==> src/rtl/hta_pkg.sv <==
package hta_pkg;

	localparam int SLOTS_DEF = 16;
	localparam int RSVD_DEF  = 3;

	localparam int REQ_W = 3;
	localparam int H_W   = 8;
	localparam int HH_W  = 16;
	localparam int ST_W  = 2;
	localparam int HO_W  = 4;
	localparam int CNT_W = 16;

	// request codes
	localparam logic [REQ_W-1:0] REQ_OPEN   = 3'd0;
	localparam logic [REQ_W-1:0] REQ_CLOSE  = 3'd1;
	localparam logic [REQ_W-1:0] REQ_LOOKUP = 3'd2;
	localparam logic [REQ_W-1:0] REQ_ADD    = 3'd3;
	localparam logic [REQ_W-1:0] REQ_DROP   = 3'd4;

	// status codes
	localparam logic [ST_W-1:0] ST_OK   = 2'd0;
	localparam logic [ST_W-1:0] ST_FULL = 2'd1;
	localparam logic [ST_W-1:0] ST_BADH = 2'd2;

	localparam logic signed [CNT_W-1:0] CNT_MAX = 16'sh7FFF;
	localparam logic signed [CNT_W-1:0] CNT_MIN = 16'sh8000;

	typedef enum logic [2:0] {
		S_IDLE,
		S_EXEC,
		S_WALK,
		S_WOUT,
		S_SUMM
	} state_t;

	typedef struct packed {
		logic cap;       // take request, read handle's entry
		logic exec;      // execute captured request
		logic walk_init; // start release walk
		logic walk_rd;   // read and free slot at walk index
		logic walk_adv;  // step walk index
		logic rel_load;  // emit released-slot result
		logic sum_load;  // emit summary result
	} cmd_t;

	typedef struct packed {
		logic out_free;
		logic drop_walk;
		logic slot_busy;
		logic idx_last;
	} sts_t;

endpackage

==> src/rtl/hta_ctrl.sv <==
module hta_ctrl import hta_pkg::*; (
	input  logic clk,
	input  logic arst_n,
	input  logic req_valid,
	output logic req_stall,
	input  sts_t sts,
	output cmd_t cmd
);

	state_t state_q, state_nxt;

	always_ff @(posedge clk or negedge arst_n) begin
		if (!arst_n) begin
			state_q <= S_IDLE;
		end else begin
			state_q <= state_nxt;
		end
	end

	always_comb begin
		state_nxt = state_q;
		case (state_q)
			S_IDLE: begin
				if (req_valid) state_nxt = S_EXEC;
			end
			S_EXEC: begin
				if (sts.out_free) state_nxt = sts.drop_walk ? S_WALK : S_IDLE;
			end
			S_WALK: begin
				if (sts.slot_busy) state_nxt = S_WOUT;
				else if (sts.idx_last) state_nxt = S_SUMM;
			end
			S_WOUT: begin
				if (sts.out_free) state_nxt = sts.idx_last ? S_SUMM : S_WALK;
			end
			S_SUMM: begin
				if (sts.out_free) state_nxt = S_IDLE;
			end
			default: state_nxt = S_IDLE;
		endcase
	end

	always_comb begin
		cmd = '0;
		req_stall = 1'b1;
		case (state_q)
			S_IDLE: begin
				req_stall = 1'b0;
				cmd.cap = req_valid;
			end
			S_EXEC: begin
				cmd.exec = sts.out_free;
				cmd.walk_init = sts.out_free && sts.drop_walk;
			end
			S_WALK: begin
				cmd.walk_rd = sts.slot_busy;
				cmd.walk_adv = !sts.slot_busy;
			end
			S_WOUT: begin
				cmd.rel_load = sts.out_free;
				cmd.walk_adv = sts.out_free;
			end
			S_SUMM: begin
				cmd.sum_load = sts.out_free;
			end
			default: begin
				req_stall = 1'b1;
			end
		endcase
	end

endmodule

==> src/rtl/hta_dp.sv <==
module hta_dp import hta_pkg::*; #(
	parameter int SLOTS          = SLOTS_DEF,
	parameter int RESERVED_SLOTS = RSVD_DEF
) (
	input  logic                    clk,
	input  logic                    arst_n,
	input  cmd_t                    cmd,
	output sts_t                    sts,
	input  logic [REQ_W-1:0]        req_type,
	input  logic [H_W-1:0]          handle,
	input  logic [HH_W-1:0]         host_handle,
	output logic                    rsp_valid,
	input  logic                    rsp_stall,
	output logic [ST_W-1:0]         status,
	output logic [HO_W-1:0]         handle_out,
	output logic [HH_W-1:0]         host_handle_out,
	output logic signed [CNT_W-1:0] user_count,
	output logic                    released,
	output logic                    last
);

	localparam int IW = $clog2(SLOTS);
	localparam logic [SLOTS-1:0] USED_RST = {{(SLOTS-3){1'b0}}, 3'b111};

	function automatic logic [IW:0] find_free(input logic [SLOTS-1:0] used);
		logic [IW:0] r;
		r = '0;
		for (int i = SLOTS - 1; i >= 0; i--) begin
			if (!used[i]) r = {1'b1, IW'(i)};
		end
		return r;
	endfunction

	logic [SLOTS-1:0]        used_q;
	logic [HH_W-1:0]         mem [SLOTS];
	logic [HH_W-1:0]         mem_q;
	logic                    pre_q;
	logic [1:0]              pre_val_q;
	logic [2:0]              wr_q;
	logic [REQ_W-1:0]        req_q;
	logic [H_W-1:0]          handle_q;
	logic [HH_W-1:0]         hh_q;
	logic signed [CNT_W-1:0] users_q, users_nxt, cnt;
	logic [IW-1:0]           idx_q, rd_addr, free_idx, h_idx;
	logic [IW:0]             free_res;
	logic                    free_found, h_ok, rd_en, wr_en, load;
	logic [HH_W-1:0]         rd_data;
	logic [ST_W-1:0]         st_d;
	logic [HO_W-1:0]         ho_d;
	logic [HH_W-1:0]         hho_d;
	logic                    rel_d, last_d;

	assign free_res   = find_free(used_q);
	assign free_found = free_res[IW];
	assign free_idx   = free_res[IW-1:0];
	assign h_idx      = handle_q[IW-1:0];
	assign h_ok       = (handle_q < H_W'(SLOTS)) && used_q[h_idx];

	// host handle store; entries 0..2 read as their index until first written
	assign rd_addr = cmd.walk_rd ? idx_q : handle[IW-1:0];
	assign rd_en   = cmd.cap || cmd.walk_rd;
	assign wr_en   = cmd.exec && (req_q == REQ_OPEN) && free_found;
	assign rd_data = pre_q ? HH_W'(pre_val_q) : mem_q;

	always_ff @(posedge clk) begin
		if (wr_en) mem[free_idx] <= hh_q;
	end

	always_ff @(posedge clk) begin
		if (rd_en) begin
			mem_q     <= mem[rd_addr];
			pre_q     <= (rd_addr < IW'(3)) && !wr_q[rd_addr[1:0]];
			pre_val_q <= rd_addr[1:0];
		end
	end

	always_ff @(posedge clk or negedge arst_n) begin
		if (!arst_n) begin
			wr_q <= '0;
		end else if (wr_en && (free_idx < IW'(3))) begin
			wr_q[free_idx[1:0]] <= 1'b1;
		end
	end

	always_ff @(posedge clk) begin
		if (cmd.cap) begin
			req_q    <= req_type;
			handle_q <= handle;
			hh_q     <= host_handle;
		end
	end

	always_comb begin
		case (req_q)
			REQ_ADD:  users_nxt = (users_q != CNT_MAX) ? users_q + 16'sd1 : users_q;
			REQ_DROP: users_nxt = (users_q != CNT_MIN) ? users_q - 16'sd1 : users_q;
			default:  users_nxt = users_q;
		endcase
	end

	always_ff @(posedge clk or negedge arst_n) begin
		if (!arst_n) begin
			users_q <= '0;
			used_q  <= USED_RST;
			idx_q   <= '0;
		end else begin
			if (cmd.exec) begin
				users_q <= users_nxt;
				if ((req_q == REQ_OPEN) && free_found) used_q[free_idx] <= 1'b1;
				if ((req_q == REQ_CLOSE) && h_ok) used_q[h_idx] <= 1'b0;
			end
			if (cmd.walk_rd) used_q[idx_q] <= 1'b0;
			if (cmd.walk_init) idx_q <= IW'(RESERVED_SLOTS);
			else if (cmd.walk_adv) idx_q <= idx_q + IW'(1);
		end
	end

	assign sts.out_free  = !rsp_valid || !rsp_stall;
	assign sts.drop_walk = (req_q == REQ_DROP) && (users_nxt[CNT_W-1] || (users_nxt == '0));
	assign sts.slot_busy = used_q[idx_q];
	assign sts.idx_last  = (idx_q == IW'(SLOTS - 1));

	assign cnt  = cmd.exec ? users_nxt : users_q;
	assign load = (cmd.exec && !sts.drop_walk) || cmd.rel_load || cmd.sum_load;

	always_comb begin
		st_d   = ST_OK;
		ho_d   = '0;
		hho_d  = '0;
		rel_d  = 1'b0;
		last_d = 1'b1;
		if (cmd.rel_load) begin
			ho_d   = HO_W'(idx_q);
			hho_d  = rd_data;
			rel_d  = 1'b1;
			last_d = 1'b0;
		end else if (cmd.exec) begin
			case (req_q)
				REQ_OPEN: begin
					if (free_found) ho_d = HO_W'(free_idx);
					else st_d = ST_FULL;
				end
				REQ_CLOSE, REQ_LOOKUP: begin
					if (h_ok) hho_d = rd_data;
					else st_d = ST_BADH;
				end
				default: st_d = ST_OK;
			endcase
		end
	end

	always_ff @(posedge clk or negedge arst_n) begin
		if (!arst_n) begin
			rsp_valid <= 1'b0;
		end else if (load) begin
			rsp_valid <= 1'b1;
		end else if (!rsp_stall) begin
			rsp_valid <= 1'b0;
		end
	end

	always_ff @(posedge clk) begin
		if (load) begin
			status          <= st_d;
			handle_out      <= ho_d;
			host_handle_out <= hho_d;
			user_count      <= cnt;
			released        <= rel_d;
			last            <= last_d;
		end
	end

endmodule

==> src/rtl/handle_table_allocator.sv <==
// Handle table allocator: maps small local handles to host handles.
// Request channel (req_valid/req_stall): req_type, handle, host_handle.
//   A word is taken when req_valid is high and req_stall low.
// Response channel (rsp_valid/rsp_stall): status, handle_out,
//   host_handle_out, user_count, released, last. Every request gives one
//   or more response words; the final one has last set.
// Sequence: a request is taken in the idle state and executed in the
//   execute state once the response register is free; the response word
//   is registered at the execute edge. No further request is taken until
//   the controller is idle again.
// A drop that takes the user count to zero or below walks slots
//   RESERVED_SLOTS..SLOTS-1, freeing each occupied slot with a released word
//   (host handle read from the slot store), then emits a summary word.
// Reset: slots 0..2 occupied with host handles 0..2, user count zero,
//   no response pending. No clearing pass is needed.
// When rsp_stall is high the response word holds; req_stall stays low
//   while the controller is idle, so one request may be taken while the
//   previous response still waits.
module handle_table_allocator import hta_pkg::*; #(
	parameter int SLOTS          = SLOTS_DEF,
	parameter int RESERVED_SLOTS = RSVD_DEF
) (
	input  logic                    clk,
	input  logic                    arst_n,
	input  logic                    req_valid,
	output logic                    req_stall,
	input  logic [REQ_W-1:0]        req_type,
	input  logic [H_W-1:0]          handle,
	input  logic [HH_W-1:0]         host_handle,
	output logic                    rsp_valid,
	input  logic                    rsp_stall,
	output logic [ST_W-1:0]         status,
	output logic [HO_W-1:0]         handle_out,
	output logic [HH_W-1:0]         host_handle_out,
	output logic signed [CNT_W-1:0] user_count,
	output logic                    released,
	output logic                    last
);

	// control <-> datapath
	cmd_t cmd;
	sts_t sts;

	hta_ctrl u_ctrl (
		.clk       (clk),
		.arst_n    (arst_n),
		.req_valid (req_valid),
		.req_stall (req_stall),
		.sts       (sts),
		.cmd       (cmd)
	);

	// bitmap, host handle store, user count and response register
	hta_dp #(
		.SLOTS          (SLOTS),
		.RESERVED_SLOTS (RESERVED_SLOTS)
	) u_dp (
		.clk             (clk),
		.arst_n          (arst_n),
		.cmd             (cmd),
		.sts             (sts),
		.req_type        (req_type),
		.handle          (handle),
		.host_handle     (host_handle),
		.rsp_valid       (rsp_valid),
		.rsp_stall       (rsp_stall),
		.status          (status),
		.handle_out      (handle_out),
		.host_handle_out (host_handle_out),
		.user_count      (user_count),
		.released        (released),
		.last            (last)
	);

endmodule
==> config.mk <==
export PLATFORM = sky130hd
export DESIGN_NAME = handle_table_allocator
export DESIGN_NICKNAME = d
export VERILOG_FILES = /design/src/rtl/hta_pkg.sv /design/src/rtl/hta_ctrl.sv /design/src/rtl/hta_dp.sv /design/src/rtl/handle_table_allocator.sv
export SDC_FILE = /design/constraint.sdc
export NUM_CORES = 1
export LEC_CHECK = 0
export BUFFER_PORTS_ARGS = -buffer_cell sky130_fd_sc_hd__buf_2
export CAP_MARGIN = 20
export CORE_ASPECT_RATIO = 0.6
export CORE_MARGIN = 1
export CORE_UTILIZATION = 68
export CTS_BUF_LIST = sky130_fd_sc_hd__clkbuf_2 sky130_fd_sc_hd__clkbuf_4 sky130_fd_sc_hd__clkbuf_8
export CTS_CLUSTER_DIAMETER = 120
export DETAILED_ROUTE_END_ITERATION = 8
export PLACE_DENSITY = 0.95
export SYNTH_ARGS = -nofsm -noshare
export SYNTH_HDL_FRONTEND = slang
export SYNTH_SLANG_ARGS = --single-unit
==> constraint.sdc <==
create_clock -name clk -period 9.7 [get_ports clk]
set_clock_uncertainty 0.05 [all_clocks]
set_input_delay 1.455 -clock clk [delete_from_list [all_inputs] [get_ports clk]]
set_output_delay 1.455 -clock clk [all_outputs]
set_load 0.01 [all_outputs]
**Word-level counts from Yosys, hierarchy flattened**

Memory sizes are Yosys's and may differ from the RTL's. A register that Yosys moved wholly into a read port is not among the register bits.
Cells that the tools add are included.
Widths: inputs -> output; s select.

- Register bits after elaboration: 113
- Memory bits (writable): 256
- Input bits: 31
- Output and inout bits: 42
- Logic and storage cells: 164
- Memories: 1

- Add/subtract/negate cells: 3
- $lt $le $gt $ge: 12
- Eq/ne operators: 17
- Mux-type cells: 76
- Bitwise logic cells: 7
- Reduce and logical (&&, ||, !) cells: 31

Memory list:

| name | depth | bits a word | rd ports | clocked after memory_dff | write ports | RTL line | RTL |
|---|---|---|---|---|---|---|---|
| u_dp.mem | 16 | 16 | 1 | 1 | 1 | hta_dp.sv:35 | `logic [HH_W-1:0] mem [SLOTS];` |

Operators with widths:

| kind | number |
|---|---|
| $mux 16 | 13 |
| $mux 5 | 16 |
| $and 16x16->16 | 2 |
| $ne 16x16->1 const B | 2 |
| $not 16->16 | 2 |
| $pmux 16 s2 | 1 |
| $mux 4 | 7 |
| $mux 3 | 7 |
| $mux 1 | 19 |
| $add 16x2->16 const B | 1 |
| $logic_not 16->1 | 1 |
| $or 16x16->16 | 1 |
| $sub 16x2->16 const B | 1 |
| $lt 4x5->1 const B | 3 |
| $pmux 3 s5 | 1 |
| $logic_and 1x1->1 | 14 |
| $demux 1 s4 | 3 |
| $eq 3x2->1 const B | 4 |
| $ge 4x1->1 const B | 3 |
| $bmux 1 s4 | 2 |
| $lt 4x2->1 const B | 2 |
| $lt 8x5->1 const B | 1 |
| $ne 2x1->1 const B | 4 |
| $eq 3x1->1 const B | 2 |
| 20 further kinds | 34 |

**Longest topological paths before layout**

Gate-level depths: netlist of run 1.

- Word-level depth: 28
- Gate-level depth with buffers: 12
- Gate-level depth less buffers: 11

**By module**

A second synthesis of run 1 with hierarchy kept.

- Cell total of the unflattened synthesis: 1,141
- Area total of the unflattened synthesis: 16,465.8 µm²

By module, submodules not included:

| module | instances | cells each | area an instance (µm²) | seq. area each (µm²) |
|---|---|---|---|---|
| hta_dp | 1 | 1,112 | 16,228.1 | 11,274.6 |
| hta_ctrl | 1 | 29 | 237.7 | 75.1 |

**Worst setup path after synthesis of run 1**

OpenSTA, ideal clock, no wires.

- Path type: register to register
- Start point: reg u_dp.users_q[3]
- End point: reg u_dp.handle_out[0] (enable)
- Setup time: 451 ps
- Arrival: 4,267 ps
- Required time: 9,199 ps
- Slack: 4,933 ps
- Cell stages (with the launch flop): 10
- Path buffers: 2
- Period minus slack after synthesis: 4,767 ps
- Cell sequence: dfrtp_1 buf_6 or4_1 buf_6 nor2_1 o211ai_1 or4_1 a31oi_1 a31oi_1 a21oi_1

- Longest elaborated chain between the ends: 10
- Elaborated cells on any way between the ends: 14
- Classes of those cells: 2 x add/sub; 2 x eq/ne; 3 x mux; 7 x reduce/logical

RTL lines:

| what | RTL line | RTL |
|---|---|---|
| start, declared | hta_dp.sv:43 | `logic signed [CNT_W-1:0] users_q, users_nxt, cnt;` |
| start signal, assigned | hta_dp.sv:108 | `users_q <= users_nxt;` |
| $sub 16x2->16 (tied with other cells) | hta_dp.sv:96 | `REQ_DROP: users_nxt = (users_q != CNT_MIN) ? users_q - 16'sd1 : users_q;` |
| $mux 16 (on tied branches) | hta_dp.sv:96, hta_dp.sv:95 |  |
| $pmux 16 s2 (*) | hta_dp.sv:94 | `case (req_q)` |
| $logic_not 16->1 | hta_dp.sv:119 | `assign sts.drop_walk = (req_q == REQ_DROP) && (users_nxt[CNT_W-1] \|\| (users_nxt == '0));` |
| $logic_or 1x1->1 (*) | hta_dp.sv:119 |  |
| $logic_and 1x1->1 (*) | hta_dp.sv:119 |  |
| $logic_not 1->1 (*) | hta_dp.sv:124 | `assign load = (cmd.exec && !sts.drop_walk) \|\| cmd.rel_load \|\| cmd.sum_load;` |
| $logic_and 1x1->1 (*) | hta_dp.sv:124 |  |
| $logic_or 1x1->1 (*) (2 in series) | hta_dp.sv:124 |  |
| net u_dp.load | hta_dp.sv:46 | `logic free_found, h_ok, rd_en, wr_en, load;` |
| end signal, assigned | hta_dp.sv:165 | `handle_out <= ho_d;` |
| end, declared | hta_dp.sv:15 | `output logic [HO_W-1:0] handle_out,` |

Mark *: on every way through the listed nets, which the timed path passes. The rest lies on a longest branch.
A chain may end at the register's enable or synchronous reset.

**Worst setup path after layout of run 1**

- Start point: reg u_dp.idx_q[0]
- End point: reg u_dp.mem_q[6] (read register of u_dp.mem), data pin

- Longest elaborated chain between the ends: 4
- Elaborated cells on any way between the ends: 5
- Classes of those cells: 4 x mux; 1 x reduce/logical

RTL lines:

| what | RTL line | RTL |
|---|---|---|
| start, declared | hta_dp.sv:44 | `logic [IW-1:0] idx_q, rd_addr, free_idx, h_idx;` |
| start signal, assigned | hta_dp.sv:113 | `if (cmd.walk_init) idx_q <= IW'(RESERVED_SLOTS);` |
| start signal, assigned | hta_dp.sv:114 | `else if (cmd.walk_adv) idx_q <= idx_q + IW'(1);` |
| $bmux 1 s4 | hta_dp.sv:120 | `assign sts.slot_busy = used_q[idx_q];` |
| $mux 1 (implied by the code) | hta_dp.sv:120 |  |
| $mux 1 | hta_ctrl.sv:46 | `case (state_q)` |
| $mux 4 or $logic_or 1x1->1 (tied branches) | hta_dp.sv:60, hta_dp.sv:61 |  |
| end, declared | hta_dp.sv:36 | `logic [HH_W-1:0] mem_q;` |

Several ways; a longest one is shown, not always the timed one. The select of a mux whose other input is x is not followed.

==> results of run 1 <==
[worst min path at each step]
stage	end	cells past startpoint	slack (ns)	start
global route	u_dp.wr_q[1]$_DFFE_PN0P_	1	0.43	u_dp.wr_q[1]$_DFFE_PN0P_
CTS	u_dp.wr_q[1]$_DFFE_PN0P_	1	0.43	u_dp.wr_q[1]$_DFFE_PN0P_
floorplan	u_dp.wr_q[0]$_DFFE_PN0P_	1	0.39	u_dp.wr_q[0]$_DFFE_PN0P_
global placement	u_dp.wr_q[2]$_DFFE_PN0P_	1	0.41	u_dp.wr_q[2]$_DFFE_PN0P_
finish	u_dp.wr_q[1]$_DFFE_PN0P_	1	0.43	u_dp.wr_q[1]$_DFFE_PN0P_
detailed placement	u_dp.wr_q[1]$_DFFE_PN0P_	1	0.41	u_dp.wr_q[1]$_DFFE_PN0P_
[per-layer routing]
| layer | vias to the layer above | routed length [um] | track usage (%) |
|---|---|---|---|
| met5 | - | 0 | 0 |
| met4 | 0 | 1490 | 14.1 |
| met3 | 175 | 6490 | 9.75 |
| met2 | 1040 | 19900 | 55.7 |
| met1 | 5675 | 15700 | 49.2 |
| li1 | 5080 | - | - |
[kinds of logic after synthesis]
kind of cell / synth area share (%)
adders and majority gates: 0.457
buffers and inverters: 2.40
muxes: 1.86
DFF: 69.0
xor gates and xnor gates: 0.746
AOI/OAI and AO/OA: 9.28
and+or+nand+nor: 16.2
[flip-flops by register name (all words and copies together), names as in the netlist]
name,cells
u_dp.mem_q,16
u_dp.last,1
u_dp.req_q,3
u_dp.wr_q,3
u_dp.handle_q,8
u_dp.pre_q,1
u_dp.released,1
u_dp.pre_val_q,2
u_dp.user_count,16
u_ctrl.state_q,3
u_dp.status,2
u_dp.handle_out,4
u_dp.mem,256
u_dp.rsp_valid,1
u_dp.host_handle_out,16
u_dp.idx_q,4
u_dp.used_q,16
u_dp.hh_q,16
u_dp.users_q,16
[synth_stat cells, types with 3 or more instances]
library cell and count:
nor2b_1 9, a41o_1 16, nand3_1 76, nand2b_1 10
dfstp_2 3, a21boi_0 3, and3_1 7, buf_2 27
nand4_1 13, nand2_1 356, buf_4 4, nor2_1 62
xor2_1 6, nor3_1 16, and2_1 17, nor4_1 10
inv_1 14, mux2i_1 7, a21oi_1 88, clkbuf_1 35
buf_1 3, edfxtp_1 342, dfrtp_1 40, o22ai_1 19
xnor2_1 8, mux4_2 10, a21o_1 18, a221oi_1 13
a31oi_1 13, or2_2 3, o31ai_1 5, or4_1 3
ha_1 6, o21ai_0 20, o21a_1 5, or3_1 4
[final cells by class]
type                            instances  area, um2  area share [%]
Timing Repair Buffer                   97        581            3.18
Clock inverter                         21        235            1.29
Clock buffer                           71        890            4.87
Inverter                               17       65.1           0.356
Sequential cell                       385      11300            62.1
Multi-Input combinational cell        867       4770            26.1
Tap cell                              315        394            2.16
[worst register-to-register path, cell delays in order, from the launching register on]
cell	delay, ns
dfrtp_1	0.71
mux4_2	0.62
mux4_2	0.48
nand2_1	0.56
mux2i_4	0.35
buf_4	0.44
clkinv_2	0.93
buf_4	0.68
nand2_1	0.16
a21oi_1	0.08
a21oi_1	0.21
o22ai_1	0.12
a41o_1	0.26
[cells in the final DEF, fill, tap and decap left out, drive strengths merged, types with 19 or more instances in the layout]
cell type and n:
o21ai 20, nand3 76, a21oi 90, dfrtp 40, clkbuf 71, buf 97, o22ai 19, nor2 62
edfxtp 342, nand2 356
[power by group through the flow]
stage	clock network (mW)	logic [mW]	registers, mW
4_1_cts	1.35	0.944	2.23
5_1_grt	1.41	1.03	2.26
6_report	1.35	0.976	2.24
3_5_place_dp	0	0.926	2.26
2_1_floorplan	0	0.627	2.21
3_3_place_gp	0	0.881	2.25
==> flow_metrics.py, run 1 <==
metrics = {
    "worst_setup_path": {
        "crit_end": "u_dp.mem_q[6]$_DFFE_PP_",
        "crit_type": "flop to flop",
        "critPathLaunchType": "flop",
        "cp_slowest_stage_delay_ns": 0.91,
        "r2r_end": "u_dp.mem_q[6]$_DFFE_PP_",
        "critPathBufInv": 3,
        "rrSetupSlack_ns": 3.81,
        "crit_cells": 12,
        "crit_path_cell_trace": "mux4_2 -> mux4_2 -> nand2_1 -> mux2i_4 -> buf_4 -> clkinv_2 -> buf_4 -> nand2_1 -> a21oi_1 -> a21oi_1 -> o22ai_1 -> a41o_1",
        "endpoint_kind": "flop",
        "worst_path_max_delay_cell": "clkinv_2",
        "startpoint": "u_dp.idx_q[0]$_DFFE_PN0P_",
        "r2r_start": "u_dp.idx_q[0]$_DFFE_PN0P_",
        "worst-endpoint-arrival_ns": 6.20,
        "cp_top_family": "buffers and inverters",
        "cp_max_fo": 71,
        "required_ns": 10.01,
        "ff2ff_path_depth": 12,
    },
    "logic_synthesis": {
        "netlist_top_cells_area": "edfxtp_1, nand2_1, dfrtp_1",
        "synth-seq-cells": 385,
        "synth-warning-count": 0,
        "synth_edf_count": 342,
        "yosysTopAreaCell": "edfxtp_1",
        "syn-num-nets": 1377,
        "synthFlopType": "edfxtp_1",
        "async_flop_share_pct": 11.2,
        "synth_cell_types": 73,
        "yosysTopAreaCellShare_pct": 62.5,
        "syn_area_per_cell_um2": 12.3,
        "synth_area_um2": 16400,
        "syn_inst": 1340,
        "ys_seq_area_share_pct": 69.0,
    },
    "layout": {
        "drive_above_1_share_pct": 15.2,
        "antenna_cells": 0,
        "fin_cells": 1773,
        "area_growth_pct": 11.2,
        "fillers": 1343,
        "fin_util_pct": 78.1,
        "final_nets": 1457,
        "layout.cell_area.non_filler_um2": 18300,
    },
    "sta": {
        "finalCriticalPeriod_ns": 5.89,
        "setup_viol": 0,
        "period_share_pct": 60.7,
        "whs_ns": 0.427,
        "timing.final.ws_setup_ns": 3.81,
        "fin_setup_tns_ns": 0,
        "maxSlewViolCount": 0,
        "slew_headroom_pct": 22.8,
        "max_freq_mhz": 170,
        "hold_viol": 0,
        "worst_slew_pin_slew_ns": 1.16,
        "grt_setup_unrepaired": "false",
    },
    "clock_network": {
        "h-tree-depth": 2,
        "cts_max_path_buffers": 3,
        "numCtsBuffers": 52,
        "cts_resized": 0,
        "post_cts_buffers": 0,
        "clk_pin_slew_ns": 0.07,
        "clkLatencyLatePin_ns": 0.61,
        "cts_root_buffer": "clkbuf_8",
        "cts_sinks": 385,
        "hold_buffers": 0,
        "cts_tree": "done",
    },
    "power": {
        "peakVddDrop_uv": 159,
        "p_comb_share_pct": 21.4,
        "power_density_nw_per_um2": 250,
        "sequentialPowerShare_pct": 49.1,
        "power_mw": 4.56,
        "internal_power_mw": 3.10,
        "power.share.clock_pct": 29.5,
        "p_leak_nw": 6.72,
        "p_sw_share_pct": 32.1,
        "p_sw_mw": 1.47,
    },
    "floorplan": {
        "start_util_pct": 70.2,
        "fp.dieH_um": 122,
        "num_rows": 43,
        "pin_count": 73,
        "coreArea_um2": 23400,
        "dieArea_um2": 24800,
        "die_w_um": 203,
    },
    "flow_run": {
        "maxCapViolations": 0,
    },
    "min_path": {
        "hp-class": "flop to flop",
    },
    "detailed_routing": {
        "ant_nets": 0,
        "routed-via-count": 12000,
        "drt-wirelength-per-cell_um": 24.6,
        "dr.pass1.iters": 6,
        "totalWireLength_um": 43600,
        "drt_iter0_markers": 1921,
        "viasPerCell": 6.75,
        "drc": 0,
    },
    "grt": {
        "first_global_vias": 11600,
        "grtUsageTotal_pct": 35.9,
        "antenna_found_initial": 0,
        "grt_overflow": 0,
        "grt_max_degree": 74,
        "grt_pass1_wl_um": 65700,
    },
    "placed_design": {
        "place_congestion": 1.02,
        "io_buffers": 72,
        "pre_cts_ws_ns": 4.00,
        "placed_area_um2": 17100,
        "dp_hpwl_um": 25500,
        "place_inst": 1679,
    },
    "run_status": {
        "status": "finished, final reports clean",
    },
}
Note: power is estimated with default switching activity, not from simulation.
==> run 2, diff against run 1 <==
- CORE_UTILIZATION: 68 -> 64
- PLACE_DENSITY: 0.95 -> 0.91
- clock period: 9.7 -> 6 ns (I/O delays scaled with it)
==> run 2 against run 1 <==
Sequential cell count unchanged. Worst hold slack lost 0.34 ns. The run now ends with DRC left. Largest power group unchanged. First-iteration DRC count fell by 8.2%. Sequential share of layout area grew 0.22 points. Via count fell by 2.4%. Critical path type unchanged. Sequential power is 62% higher. Count of clock-buffer cells in the layout decreased by 4. Global-route usage down 4.3 points. Worst setup slack lost 2.8 ns. Total power rose by 57%.
==> flow_metrics.py, run 2 (same netlist as run 1, synthesis figures left out) <==
metrics = {
    "grt": {
        "first_global_vias": 11100,
        "grt_overflow": 0,
        "grtUsageTotal_pct": 31.6,
        "grt_pass1_wl_um": 62500,
        "antenna_found_initial": 0,
        "grt_max_degree": 77,
    },
    "clock_network": {
        "post_cts_buffers": 0,
        "cts_sinks": 385,
        "cts_tree": "done",
        "h-tree-depth": 2,
        "hold_buffers": 0,
        "cts_root_buffer": "clkbuf_8",
        "numCtsBuffers": 52,
        "clk_pin_slew_ns": 0.08,
        "cts_max_path_buffers": 3,
        "clkLatencyLatePin_ns": 0.62,
        "cts_resized": 0,
    },
    "run_status": {
        "violations": "DRC",
        "status": "finished with violations",
    },
    "floorplan": {
        "start_util_pct": 65.2,
        "pin_count": 73,
        "dieArea_um2": 26300,
        "coreArea_um2": 25200,
        "fp.dieH_um": 126,
        "die_w_um": 209,
        "num_rows": 45,
    },
    "sta": {
        "setup_viol": 0,
        "hold_viol": 0,
        "period_share_pct": 82.7,
        "maxSlewViolCount": 0,
        "finalCriticalPeriod_ns": 4.96,
        "slew_headroom_pct": 24.3,
        "grt_setup_unrepaired": "false",
        "whs_ns": 0.0870,
        "fin_setup_tns_ns": 0,
        "max_freq_mhz": 202,
        "timing.final.ws_setup_ns": 1.04,
        "worst_slew_pin_slew_ns": 1.14,
    },
    "placed_design": {
        "dp_hpwl_um": 25600,
        "pre_cts_ws_ns": 1.15,
        "placed_area_um2": 17100,
        "place_congestion": 0.985,
        "io_buffers": 72,
    },
    "layout": {
        "layout.cell_area.non_filler_um2": 18200,
        "area_growth_pct": 10.9,
        "fillers": 1587,
        "final_nets": 1460,
        "antenna_cells": 0,
        "drive_above_1_share_pct": 15.1,
        "final_common_cell": "nand2_1",
        "top_register": "u_dp.mem",
        "largest_reg_flops": 256,
        "final_cell_mix": "nand2_1, edfxtp_1, a21oi_1",
    },
    "flow_run": {
        "maxCapViolations": 0,
    },
    "detailed_routing": {
        "dr.pass1.iters": 7,
        "totalWireLength_um": 41400,
        "drc": 4,
        "routed-via-count": 11700,
        "drt_iter0_markers": 1763,
        "drt-wirelength-per-cell_um": 23.2,
        "viasPerCell": 6.53,
        "ant_nets": 0,
    },
    "worst_setup_path": {
        "r2r_start": "u_dp.idx_q[0]$_DFFE_PN0P_",
        "cp_max_fo": 33,
        "ff2ff_path_depth": 8,
        "worst-endpoint-arrival_ns": 5.39,
        "endpoint_kind": "flop",
        "rrSetupSlack_ns": 1.04,
        "crit_end": "u_dp.mem_q[1]$_DFFE_PP_",
        "required_ns": 6.43,
        "r2r_end": "u_dp.mem_q[1]$_DFFE_PP_",
        "critPathLaunchType": "flop",
        "startpoint": "u_dp.idx_q[0]$_DFFE_PN0P_",
        "crit_type": "flop to flop",
    },
    "power": {
        "peakVddDrop_uv": 187,
        "p_leak_nw": 6.69,
        "power_density_nw_per_um2": 393,
    },
    "min_path": {
        "hp-class": "primary input to asynchronous set/reset pin",
    },
}
==> run 2: per-stage QoR <==
| step | util, % | total power [mW] | std cells |
|---|---|---|---|
| after global routing | 72.2 | 7.42 | 1788 |
| final | 72.2 | 7.16 | 1788 |
| after floorplan | - | 4.59 | 1340 |
| after detailed placement | 67.9 | 5.15 | 1694 |
| after global placement | 67.9 | 5.07 | 1694 |
| after CTS | 71.9 | 7.11 | 1784 |
==> run 2: how the worst min path moves through the flow <==
stage / from / end / slack [ns] / cells after the start
6_report: arst_n / u_dp.used_q[8]$_DFF_PN0_ / 0.09 / 1
3_3_place_gp: u_dp.wr_q[2]$_DFFE_PN0P_ / u_dp.wr_q[2]$_DFFE_PN0P_ / 0.41 / 1
5_1_grt: arst_n / u_dp.used_q[8]$_DFF_PN0_ / 0.06 / 1
4_1_cts: host_handle[11] / u_dp.hh_q[11]$_DFFE_PP_ / 0.38 / 1
2_1_floorplan: u_dp.wr_q[0]$_DFFE_PN0P_ / u_dp.wr_q[0]$_DFFE_PN0P_ / 0.39 / 1
3_5_place_dp: u_dp.wr_q[1]$_DFFE_PN0P_ / u_dp.wr_q[1]$_DFFE_PN0P_ / 0.40 / 1
==> run 2: layout make-up <==
type | count | area [um2] | share of cell area [%]
repair buffers | 100 | 614 | 3.37
multi-input cells | 867 | 4770 | 26.2
clock inverters | 23 | 171 | 0.941
well taps | 329 | 412 | 2.26
clock buffers | 67 | 841 | 4.61
flip-flops and latches | 385 | 11300 | 62.3
inverters | 17 | 65.1 | 0.357
==> run 2: routing by layer <==
metal	global-route usage (%)	up-vias	share of wire, %
li1	-	5073	-
met1	47.1	5620	40
met2	45.0	898	43
met3	9.05	90	14
met4	10.6	0	2.2
met5	0	-	0
==> run 2: worst max-delay path, cell delays in order, from the launching register on <==
cell and delay (ns):
dfrtp_1 0.68, mux4_2 0.62, mux4_2 0.48, nand2_1 0.55, a21o_1 0.97, nand3_1 0.66, buf_4 0.40, o22ai_1 0.24
a41o_1 0.15
==> run 2: power by group <==
group	total, mW	switching [mW]	leakage, nW	internal [mW]
Combinational	1.53	1.03	2.51	0.504
Sequential	3.63	0.300	3.64	3.33
Clock	2.00	0.992	0.542	1.01
